`config.mk`:
```
export PLATFORM = sky130hd
export DESIGN_NAME = rrbb_ctrl
export DESIGN_NICKNAME = d
export VERILOG_FILES = /design/src/rtl/rrbb_pkg.sv /design/src/rtl/rrbb_ctrl.sv
export SDC_FILE = /design/constraint.sdc
export NUM_CORES = 1
export LEC_CHECK = 0
export ABC_CLOCK_PERIOD_IN_PS = 1950
export BUFFER_PORTS_ARGS = -buffer_cell sky130_fd_sc_hd__buf_4
export CORE_AREA = 2 2 39 41
export DETAILED_ROUTE_END_ITERATION = 7
export DIE_AREA = 0 0 41 43
export HOLD_SLACK_MARGIN = 0.12
export PLACE_DENSITY_LB_ADDON = 0.15
export SLEW_MARGIN = 20
export SYNTH_ARGS = -nofsm -noshare
export SYNTH_HDL_FRONTEND = slang
export SYNTH_SLANG_ARGS = --single-unit
```
`constraint.sdc`:
```
create_clock -name clk -period 1.95 [get_ports clk]
set_input_delay 0.2925 -clock clk [delete_from_list [all_inputs] [get_ports clk]]
set_output_delay 0.2925 -clock clk [all_outputs]
set_load 0.01 [all_outputs]
```
`src/rtl/rrbb_pkg.sv`:
```
`default_nettype none
package rrbb_pkg;

  localparam int DEF_MAX_WIDTH  = 256;
  localparam int DEF_MAX_HEIGHT = 256;

  localparam int CFG_IDX_W  = 3;
  localparam int CFG_DATA_W = 9;
  localparam int SIZE_W     = 9;   // region_width / region_height
  localparam int R_W        = 7;   // radius style registers
  localparam int CH_W       = 8;
  localparam int COLOR_W    = 3 * CH_W;
  localparam int PIX_W      = 4 * CH_W;
  localparam int CNT_W      = 8;   // window sample count, at most 2*127+1
  localparam int DIV_W      = 16;  // window sum, also holds any region side

  localparam logic [CFG_IDX_W-1:0] REG_WIDTH      = 3'd0;
  localparam logic [CFG_IDX_W-1:0] REG_HEIGHT     = 3'd1;
  localparam logic [CFG_IDX_W-1:0] REG_DIVISOR    = 3'd2;
  localparam logic [CFG_IDX_W-1:0] REG_MIN_RADIUS = 3'd3;
  localparam logic [CFG_IDX_W-1:0] REG_MAX_RADIUS = 3'd4;
  localparam logic [CFG_IDX_W-1:0] REG_MAX_CORNER = 3'd5;

  localparam logic [SIZE_W-1:0] RST_WIDTH      = 9'd16;
  localparam logic [SIZE_W-1:0] RST_HEIGHT     = 9'd16;
  localparam logic [R_W-1:0]    RST_DIVISOR    = 7'd8;
  localparam logic [R_W-1:0]    RST_MIN_RADIUS = 7'd2;
  localparam logic [R_W-1:0]    RST_MAX_RADIUS = 7'd12;
  localparam logic [R_W-1:0]    RST_MAX_CORNER = 7'd12;

  localparam logic CMD_LOAD  = 1'b0;
  localparam logic CMD_FETCH = 1'b1;

  typedef struct packed {
    logic load_we;
    logic fetch_rd;
    logic early;
    logic setup_go;
    logic setup_latch;
    logic pass_init;
    logic pass_v_sel;
    logic line_init;
    logic line_next;
    logic step_rd;
    logic step_acc;
    logic div_go;
    logic mask_eval;
    logic wr;
  } rrbb_cmd_t;

  typedef struct packed {
    logic load_last;
    logic thin;
    logic fetch_last;
    logic div_done;
    logic step_out;
    logic line_end;
    logic pass_end;
    logic pass_v;
  } rrbb_sts_t;

endpackage
`default_nettype wire

```
`src/rtl/rrbb_ctrl.sv`:
```
`default_nettype none
module rrbb_ctrl import rrbb_pkg::*; (
  input  wire logic      clk,
  input  wire logic      rst_n,
  input  wire logic      in_tvalid,
  input  wire logic      in_kind,
  output logic           in_tready,
  output logic           out_tvalid,
  input  wire logic      out_tready,
  output rrbb_cmd_t      cmd,
  input  wire rrbb_sts_t sts
);

  localparam logic [3:0] S_LOAD  = 4'd0;
  localparam logic [3:0] S_RAD   = 4'd1;
  localparam logic [3:0] S_RADW  = 4'd2;
  localparam logic [3:0] S_LINE  = 4'd3;
  localparam logic [3:0] S_RD    = 4'd4;
  localparam logic [3:0] S_ACC   = 4'd5;
  localparam logic [3:0] S_DVG   = 4'd6;
  localparam logic [3:0] S_DIV   = 4'd7;
  localparam logic [3:0] S_WR    = 4'd8;
  localparam logic [3:0] S_FETCH = 4'd9;

  logic [3:0] state_r, state_nxt;
  logic       out_valid_r, out_valid_nxt;
  logic       out_free, beat, ld_beat, ft_beat;

  always_comb begin
    out_free  = !out_valid_r || out_tready;
    in_tready = ((state_r == S_LOAD) || (state_r == S_FETCH)) && out_free;
    beat      = in_tvalid && in_tready;
    ld_beat   = beat && (in_kind == CMD_LOAD);
    ft_beat   = beat && (in_kind == CMD_FETCH);
  end

  always_comb begin
    cmd       = '0;
    state_nxt = state_r;
    unique case (state_r)
      S_LOAD: begin
        cmd.load_we = ld_beat;
        cmd.early   = ft_beat;
        if (ld_beat && sts.load_last) begin
          state_nxt = sts.thin ? S_FETCH : S_RAD;
        end
      end
      S_RAD: begin
        cmd.setup_go = 1'b1;
        state_nxt    = S_RADW;
      end
      S_RADW: begin
        if (sts.div_done) begin
          cmd.setup_latch = 1'b1;
          cmd.pass_init   = 1'b1;
          state_nxt       = S_LINE;
        end
      end
      S_LINE: begin
        cmd.line_init = 1'b1;
        state_nxt     = S_RD;
      end
      S_RD: begin
        cmd.step_rd = 1'b1;
        state_nxt   = S_ACC;
      end
      S_ACC: begin
        cmd.step_acc = 1'b1;
        state_nxt    = sts.step_out ? S_DVG : S_RD;
      end
      S_DVG: begin
        cmd.div_go = 1'b1;
        state_nxt  = S_DIV;
      end
      S_DIV: begin
        cmd.mask_eval = 1'b1;
        if (sts.div_done) state_nxt = S_WR;
      end
      S_WR: begin
        cmd.wr = 1'b1;
        if (!sts.line_end) begin
          state_nxt = S_RD;
        end else if (!sts.pass_end) begin
          cmd.line_next = 1'b1;
          state_nxt     = S_LINE;
        end else if (sts.pass_v) begin
          state_nxt = S_FETCH;
        end else begin
          cmd.pass_init  = 1'b1;
          cmd.pass_v_sel = 1'b1;
          state_nxt      = S_LINE;
        end
      end
      S_FETCH: begin
        cmd.fetch_rd = ft_beat;
        if (ft_beat && sts.fetch_last) state_nxt = S_LOAD;
      end
      default: state_nxt = S_LOAD;
    endcase
  end

  always_comb begin
    if (ft_beat) begin
      out_valid_nxt = 1'b1;
    end else if (out_tready) begin
      out_valid_nxt = 1'b0;
    end else begin
      out_valid_nxt = out_valid_r;
    end
  end

  always_ff @(posedge clk) begin
    if (!rst_n) begin
      state_r     <= S_LOAD;
      out_valid_r <= 1'b0;
    end else begin
      state_r     <= state_nxt;
      out_valid_r <= out_valid_nxt;
    end
  end

  assign out_tvalid = out_valid_r;

  a_no_input_while_blurring: assert property (@(posedge clk) disable iff (!rst_n)
    (state_r != S_LOAD && state_r != S_FETCH) |-> !in_tready)
    else $error("input taken during blur");

  a_no_overwrite_of_result: assert property (@(posedge clk) disable iff (!rst_n)
    ft_beat |-> (!out_valid_r || out_tready))
    else $error("fetch accepted while result stalled");

  a_fetch_makes_result: assert property (@(posedge clk) disable iff (!rst_n)
    ft_beat |=> out_valid_r)
    else $error("fetch produced no result");

  a_single_write_source: assert property (@(posedge clk) disable iff (!rst_n)
    !(cmd.load_we && cmd.wr))
    else $error("load and blur write collide");

endmodule
`default_nettype wire
```
==> results.txt, run 1 <==
----------------------------------------------------
[Run status]
  Result of the run ... complete, no violations

[Place]
  Input/output buffers ... 28
  Placed cell count ... 109
  Final weighted congestion in routability-driven placement ... roughly 0.73
  Post-DP HPWL ... 964 um

[Floorplan]
  Ports ... 29
  Row count ... 14
  Initial standard-cell utilization of the core ... roughly 38%
  Die Footprint ... roughly 0.0018 mm2
  Vertical extent of the die ... between 40 and 50 um
  Placeable Area ... ~0.0014 mm2
  Die X-Extent ... 41 um

[Synthesis]
  Number of synthesis warnings ... 0
  Top_reg_cell synth ... sky130_fd_sc_hd__dfxtp_1
  Top cells by instance count after synthesis ... sky130_fd_sc_hd__nor2_1, sky130_fd_sc_hd__dfxtp_1, sky130_fd_sc_hd__nand2_1
  Flop and latch count out of synthesis ... 5
  Mean post-synth cell area ... between 7 and 8 um2
  Syn Inst Count ... 68
  Count of unique library cells instantiated by Yosys ... 37
  FFs w/ async S/R, synth ... 0%
  Most common cell in the netlist ... sky130_fd_sc_hd__nor2_1
  Number of synthesized flops with an enable pin ... 0
  Share of synthesized area occupied by flip-flops and latches ... between 10% and 20%
  Synthesized netlist net count ... slightly above 80
  Yosys top cell area share ... 19.2%
  Area leader, netlist ... sky130_fd_sc_hd__dfxtp_1
  Dominant cells by area after synthesis ... sky130_fd_sc_hd__dfxtp_1, sky130_fd_sc_hd__nor2_1, sky130_fd_sc_hd__nor4b_4, sky130_fd_sc_hd__buf_6, sky130_fd_sc_hd__o21a_1
  Post-synthesis instance area ... roughly 520 um2

[Hold path]
  Destination of the worst hold path ... state_r[2]
  Class of the most critical hold timing path ... in -> reg
  Worst hold path cell count ... 2
  Worst hold path startpoint ... rst_n

[Clock tree]
  Maximum buffer depth of the clock tree ... 2
  Clock Sink Count ... 5
  TritonCTS Buffers ... 3
  Master cell of the clock root buffer ... sky130_fd_sc_hd__clkbuf_4
  Clock latency on the worst-skew pair ... 0.23 ns
  CTS hold repair buffers ... 0
  CTS H-tree depth ... 1
  CTS tree ... yes
  Register clock-pin slew on the reported worst setup and hold paths ... 0.04 ns

[Worst setup path]
  Critical path start-end classification ... reg -> out
  R2R cell count ... 5
  WP data required ... 1.66 ns
  Setup slack of the most critical reg-to-reg path ... slightly above 0.5 ns
  Startpoint class of the critical path ... register
  Reg-to-reg critical path endpoint ... state_r[3]
  Arrival time of data at the critical path endpoint ... approximately 1.5 ns
  Crit. End Element ... output pin
  Origin of the critical flop-to-flop path ... state_r[1]
  Maximum fanout count along the critical path ... 14

[Detailed routing]
  # DRC ... 0
  Number of vias after detailed routing ... approximately 570
  Number of design-rule violations left by the first detailed-router iteration ... 2
  Remaining number of nets flagged by the antenna check after routing ... 0
  Average detailed-routed wire length per instance ... 10.5 um
  Routed wire length ... between 1000 and 1500 um
  Iteration count of the initial detailed-routing pass ... 3
  Avg Vias per Cell ... around 5

[Timing]
  Slew Viols, Final ... 0
  RSZ-0062 raised after global routing ... no
  Share of the clock period used by the worst path ... roughly 93%
  Minimum clock period after layout ... 1.81 ns
  Transition time at the pin with the least slew margin ... 0.498 ns
  FMAX ... 551 MHz
  Final hold viol count ... 0
  Worst Clk Skew ... between 0.001 and 0.0015 ns
  Slew margin rel. ... between 60% and 70%
  Final number of setup-violating endpoints ... 0
  Min Hold Slack ... approximately 0.31 ns
  Total Negative Setup Slacks ... 0 ns

[Layout]
  Post-route insts no fill ... around 110
  Layout Nets ... 112
  Fill cells ... approximately 140
  Fraction of layout cells with a size suffix above 1 ... between 40% and 50%
  Number of antenna diodes ... 0
  Layout area overhead ... 46.3%

[Global route]
  Global routing's busiest layer ... met2
  GR met1 Demand/Resource ... 20.3%
  GRT Total Usage ... around 15%
  Total gr overflow ... 0
  Pin count of the biggest net entering global routing ... 15
  Via count of the first global-routing pass ... between 500 and 600
  Number of antenna violations at the first check in global routing ... 0
  Global-route wire length before repair ... 1930 um
  Met3 routing resource usage after global routing ... 3.14%
  Fraction of met2 tracks used by global routing ... between 20% and 30%

[Power and ir drop]
  Static leakage ... roughly 0.00038 uW
  PwrDens ... between 1000 and 1500 mW/mm2
  Post-route total power ... 915 uW
  Peak supply drop ... roughly 0.00064 V

[Run]
  Count of maximum capacitance violations ... 0

----------------------------------------------------
==> metrics by stage <==
| stage | setup WS [ns] | instance area, um2 | util (%) |
|---|---|---|---|
| 3_5_place_dp | 0.270 | 727 | 52.5 |
| 6_report | 0.136 | 763 | 55.2 |
| 3_3_place_gp | 0.323 | 727 | 52.5 |
| 2_1_floorplan | 0.360 | 522 | - |
| 4_1_cts | 0.0117 | 753 | 54.4 |
| 5_1_grt | 0.00337 | 763 | 55.2 |
==> worst max-delay path by stage <==
stage,slack (ns),startpoint,cells after the start,end
CTS,0.01,state_r[3],5,cmd[8]
global route,0.003,state_r[2],5,cmd[8]
detailed placement,0.27,state_r[3],5,cmd[8]
finish,0.14,state_r[2],5,cmd[8]
global placement,0.32,state_r[3],5,cmd[8]
floorplan,0.36,state_r[3],5,cmd[8]
==> placed cells by master (no fill, tap or decap), drive strengths merged <==
cell type / Yosys / routed
o22ai: 1 / 1
and4: 1 / 1
nor2b: 2 / 2
clkbuf: 0 / 4
o21ai: 1 / 1
and2b: 1 / 1
and3: 2 / 2
a2111oi: 1 / 1
nand2: 7 / 7
nor4b: 2 / 2
a211oi: 1 / 1
a31oi: 1 / 1
xnor2: 1 / 1
buf: 4 / 30
nor3: 2 / 2
nand2b: 3 / 3
inv: 2 / 2
a21oi: 4 / 4
or2: 2 / 2
and4b: 1 / 1
nand3: 2 / 2
o31a: 1 / 1
o21a: 3 / 3
nor2: 10 / 10
dfxtp: 5 / 5
o211a: 1 / 1
a211o: 1 / 1
o211ai: 1 / 1
a22o: 1 / 1
nor3b: 3 / 3
nand3b: 1 / 1
==> final cells by class <==
| type | instances | area, um2 | share of cell area [%] |
|---|---|---|---|
| Clock buffer | 4 | 26.3 | 3.44 |
| Sequential cell | 5 | 103 | 13.4 |
| Multi-Input combinational cell | 57 | 382 | 50.0 |
| Tap cell | 16 | 20.0 | 2.62 |
| Timing Repair Buffer | 30 | 225 | 29.5 |
| Inverter | 2 | 7.51 | 0.984 |
==> power breakdown <==
group | switching, uW | internal (uW) | total (uW)
clock network | 38.0 | 77.1 | 115
registers | 90.8 | 142 | 233
logic | 275 | 291 | 567
total | 404 | 511 | 915
==> timing repair <==
item,in CTS,in global routing
buffers inserted,0,1
setup endpoints to repair,0,2
resized for setup,0,2
==> state kept, by name, summed over array words and instances (netlist names) <==
register / flops
out_tvalid: 1
state_r: 4
==> cells by family (layout without fill, tap and decap cells) <==
| kind of cell | after synthesis | after routing | synth area share (%) |
|---|---|---|---|
| buf+inv | 6 | 36 | 7.67 |
| simple gates | 39 | 39 | 47.2 |
| xor+xnor | 1 | 1 | 1.68 |
| flops | 5 | 5 | 19.2 |
| compound gates | 17 | 17 | 24.2 |
==> critical path: stages (launching register included) <==
cell,delay [ns]
sky130_fd_sc_hd__dfxtp_1,0.45
sky130_fd_sc_hd__nor4b_4,0.30
sky130_fd_sc_hd__nand2_2,0.13
sky130_fd_sc_hd__nor3b_2,0.18
sky130_fd_sc_hd__or2_1,0.12
sky130_fd_sc_hd__buf_4,0.11
==> layer usage <==
layer	share of wire, %	vias to the layer above
li1	-	304
met1	46	250
met2	46	18
met3	7.8	0
met4	0	0
met5	0	-
Power figures use the tool's default switching activity.
==> inputs of run 2 (changes only) <==
--- a/config.mk
+++ b/config.mk
@@ -7,11 +7,11 @@
 export LEC_CHECK = 0
 export ABC_CLOCK_PERIOD_IN_PS = 1950
 export BUFFER_PORTS_ARGS = -buffer_cell sky130_fd_sc_hd__buf_4
-export CORE_AREA = 2 2 39 41
+export CORE_MARGIN = 2
+export CORE_UTILIZATION = 35
 export DETAILED_ROUTE_END_ITERATION = 7
-export DIE_AREA = 0 0 41 43
 export HOLD_SLACK_MARGIN = 0.12
-export PLACE_DENSITY_LB_ADDON = 0.15
+export PLACE_DENSITY = 0.75
 export SLEW_MARGIN = 20
 export SYNTH_ARGS = -nofsm -noshare
 export SYNTH_HDL_FRONTEND = slang
==> run 2 against run 1 <==
Global-route usage rose by 1.8 points. Hold slack got worse by 0.012 ns. Flip-flop and latch count is the same. Largest cell class unchanged.
==> results.txt, run 2 (synthesized netlist as in run 1, its figures left out) <==
----------------------------------------------------
[Power and ir drop]
  Combinational Power Share ... between 60% and 70%
  Fraction of power spent switching nets ... between 40% and 50%
  Net switching power ... roughly 440 uW
  Static leakage ... 0.000382 uW
  PwrDens ... around 1200 mW/mm2
  Proportion of power drawn by flip-flops and latches ... between 10% and 20%
  Peak supply drop ... about 0.0006 V
  Internal power ... approximately 520 uW
  Part of the total power dissipated in the clock network ... between 10% and 20%

[Global route]
  Pin count of the biggest net entering global routing ... 15
  Via count of the first global-routing pass ... between 500 and 600
  Total gr overflow ... 0
  Global-route wire length before repair ... roughly 2400 um
  Number of antenna violations at the first check in global routing ... 0
  GRT Total Usage ... about 17%

[Worst setup path]
  Arrival time of data at the critical path endpoint ... between 1.5 and 2 ns
  WP data required ... roughly 1.7 ns
  Critical path start-end classification ... reg -> out
  Crit. End Element ... output pin
  Setup slack of the most critical reg-to-reg path ... between 0.5 and 0.6 ns
  Reg-to-reg critical path endpoint ... state_r[3]
  Maximum fanout count along the critical path ... 13
  Startpoint class of the critical path ... register
  Origin of the critical flop-to-flop path ... state_r[0]
  R2R cell count ... 4

[Timing]
  Slew Viols, Final ... 0
  FMAX ... ~550 MHz
  Total Negative Setup Slacks ... 0 ns
  RSZ-0062 raised after global routing ... no
  Transition time at the pin with the least slew margin ... 0.423 ns
  Final hold viol count ... 0
  Final number of setup-violating endpoints ... 0
  Worst Clk Skew ... about 0.00060 ns
  Share of the clock period used by the worst path ... about 93%
  Minimum clock period after layout ... ~1.8 ns
  Slew margin rel. ... between 70% and 80%

[Hold path]
  Destination of the worst hold path ... state_r[2]
  Class of the most critical hold timing path ... in -> reg
  Worst hold path startpoint ... rst_n
  Worst hold path cell count ... 2

[Layout]
  Layout area overhead ... 47.7%
  Share of the core filled with cells ... a little under three fifths
  Most frequent cells in the layout ... sky130_fd_sc_hd__buf_4, sky130_fd_sc_hd__nor2_1, sky130_fd_sc_hd__nand2_1
  Reg with most FFs ... state_r
  Fraction of layout cells with a size suffix above 1 ... between 40% and 50%
  Fill cells ... between 100 and 150
  Number of antenna diodes ... 0
  Largest register FFs ... 4
  Post-route insts no fill ... ~110
  Layout Nets ... about 110
  Most frequent standard cell in the layout excluding fill and tap cells ... sky130_fd_sc_hd__buf_4

[Floorplan]
  Initial standard-cell utilization of the core ... about two fifths
  Die Footprint ... about 0.0018 mm2
  Placeable Area ... approximately 0.0014 mm2
  Vertical extent of the die ... around 43 um
  Ports ... 29
  Die X-Extent ... roughly 43 um
  Row count ... 13

[Run status]
  Result of the run ... complete, no violations

[Clock tree]
  TritonCTS Buffers ... 3
  CTS H-tree depth ... 1
  Maximum buffer depth of the clock tree ... 2
  Clock Sink Count ... 5
  Clock latency on the worst-skew pair ... 0.25 ns
  CTS tree ... yes
  Post-CTS Repair Setup Buffers ... 0
  Register clock-pin slew on the reported worst setup and hold paths ... around 0.040 ns
  Master cell of the clock root buffer ... sky130_fd_sc_hd__clkbuf_4

[Place]
  Post-DP HPWL ... 1140 um
  Final weighted congestion in routability-driven placement ... about 0.76
  Placed cell count ... between 100 and 150
  Input/output buffers ... 28

[Run]
  Count of maximum capacitance violations ... 0

[Detailed routing]
  Routed wire length ... about 1400 um
  Avg Vias per Cell ... roughly 5.4
  Average detailed-routed wire length per instance ... ~13 um
  Remaining number of nets flagged by the antenna check after routing ... 0
  Number of vias after detailed routing ... between 600 and 700
  Number of design-rule violations left by the first detailed-router iteration ... 7
  Iteration count of the initial detailed-routing pass ... 4
  # DRC ... 0

----------------------------------------------------
## run 2: through the flow
step | hold WS, ns | total power [uW] | area, um2 | setup slack (ns)
final | 0.302 | 962 | 771 | 0.139
after global routing | 0.289 | 1040 | 771 | 0.0492
after CTS | 0.294 | 958 | 767 | 0.0422
after detailed placement | 0.547 | 827 | 741 | 0.324
after global placement | 0.543 | 812 | 741 | 0.387
after floorplan | 0.410 | 621 | 522 | 0.360
## run 2: layout make-up
class                           instances  area, um2  share of cell area, %
Timing Repair Buffer                   31        233                   30.2
Sequential cell                         5        101                   13.1
Tap cell                               15       18.8                   2.44
Inverter                                2       7.51                  0.974
Multi-Input combinational cell         57        384                   49.8
Clock buffer                            4       26.3                   3.41
## run 2: metal layers
layer / vias up / GRT usage, % / part of all wire (%)
li1: 308 / - / -
met1: 279 / 22.2 / 41
met2: 24 / 27.7 / 50
met3: 2 / 3.02 / 7.0
met4: 0 / 7.50 / 1.2
met5: - / 0 / 0
## run 2: worst max-delay path by stage
stage | startpoint | end | slack [ns] | depth (start not counted)
2_1_floorplan | state_r[3] | cmd[8] | 0.36 | 5
3_3_place_gp | state_r[2] | cmd[8] | 0.39 | 5
3_5_place_dp | state_r[1] | cmd[13] | 0.32 | 5
4_1_cts | state_r[1] | cmd[13] | 0.04 | 5
5_1_grt | state_r[2] | cmd[8] | 0.05 | 5
6_report | state_r[1] | cmd[13] | 0.14 | 5
## run 2: worst max-delay path, stage by stage, from the launching register on
cell and delay [ns]:
sky130_fd_sc_hd__dfxtp_1 0.33, sky130_fd_sc_hd__buf_4 0.19, sky130_fd_sc_hd__nor2_2 0.22, sky130_fd_sc_hd__nand3_1 0.13
sky130_fd_sc_hd__nor3b_1 0.24, sky130_fd_sc_hd__buf_4 0.16
## run 2: repair_timing
item / CTS / global route
hold buffers: 0 / 0
endpoints found under the setup margin: 0 / 3
gates resized for setup: 0 / 2
## run 2: power groups by stage
stage / Clock (uW) / Sequential [uW] / Combinational (uW)
floorplan: 0 / 177 / 444
global placement: 0 / 185 / 627
detailed placement: 0 / 189 / 639
CTS: 128 / 187 / 644
global route: 141 / 194 / 709
finish: 125 / 190 / 646
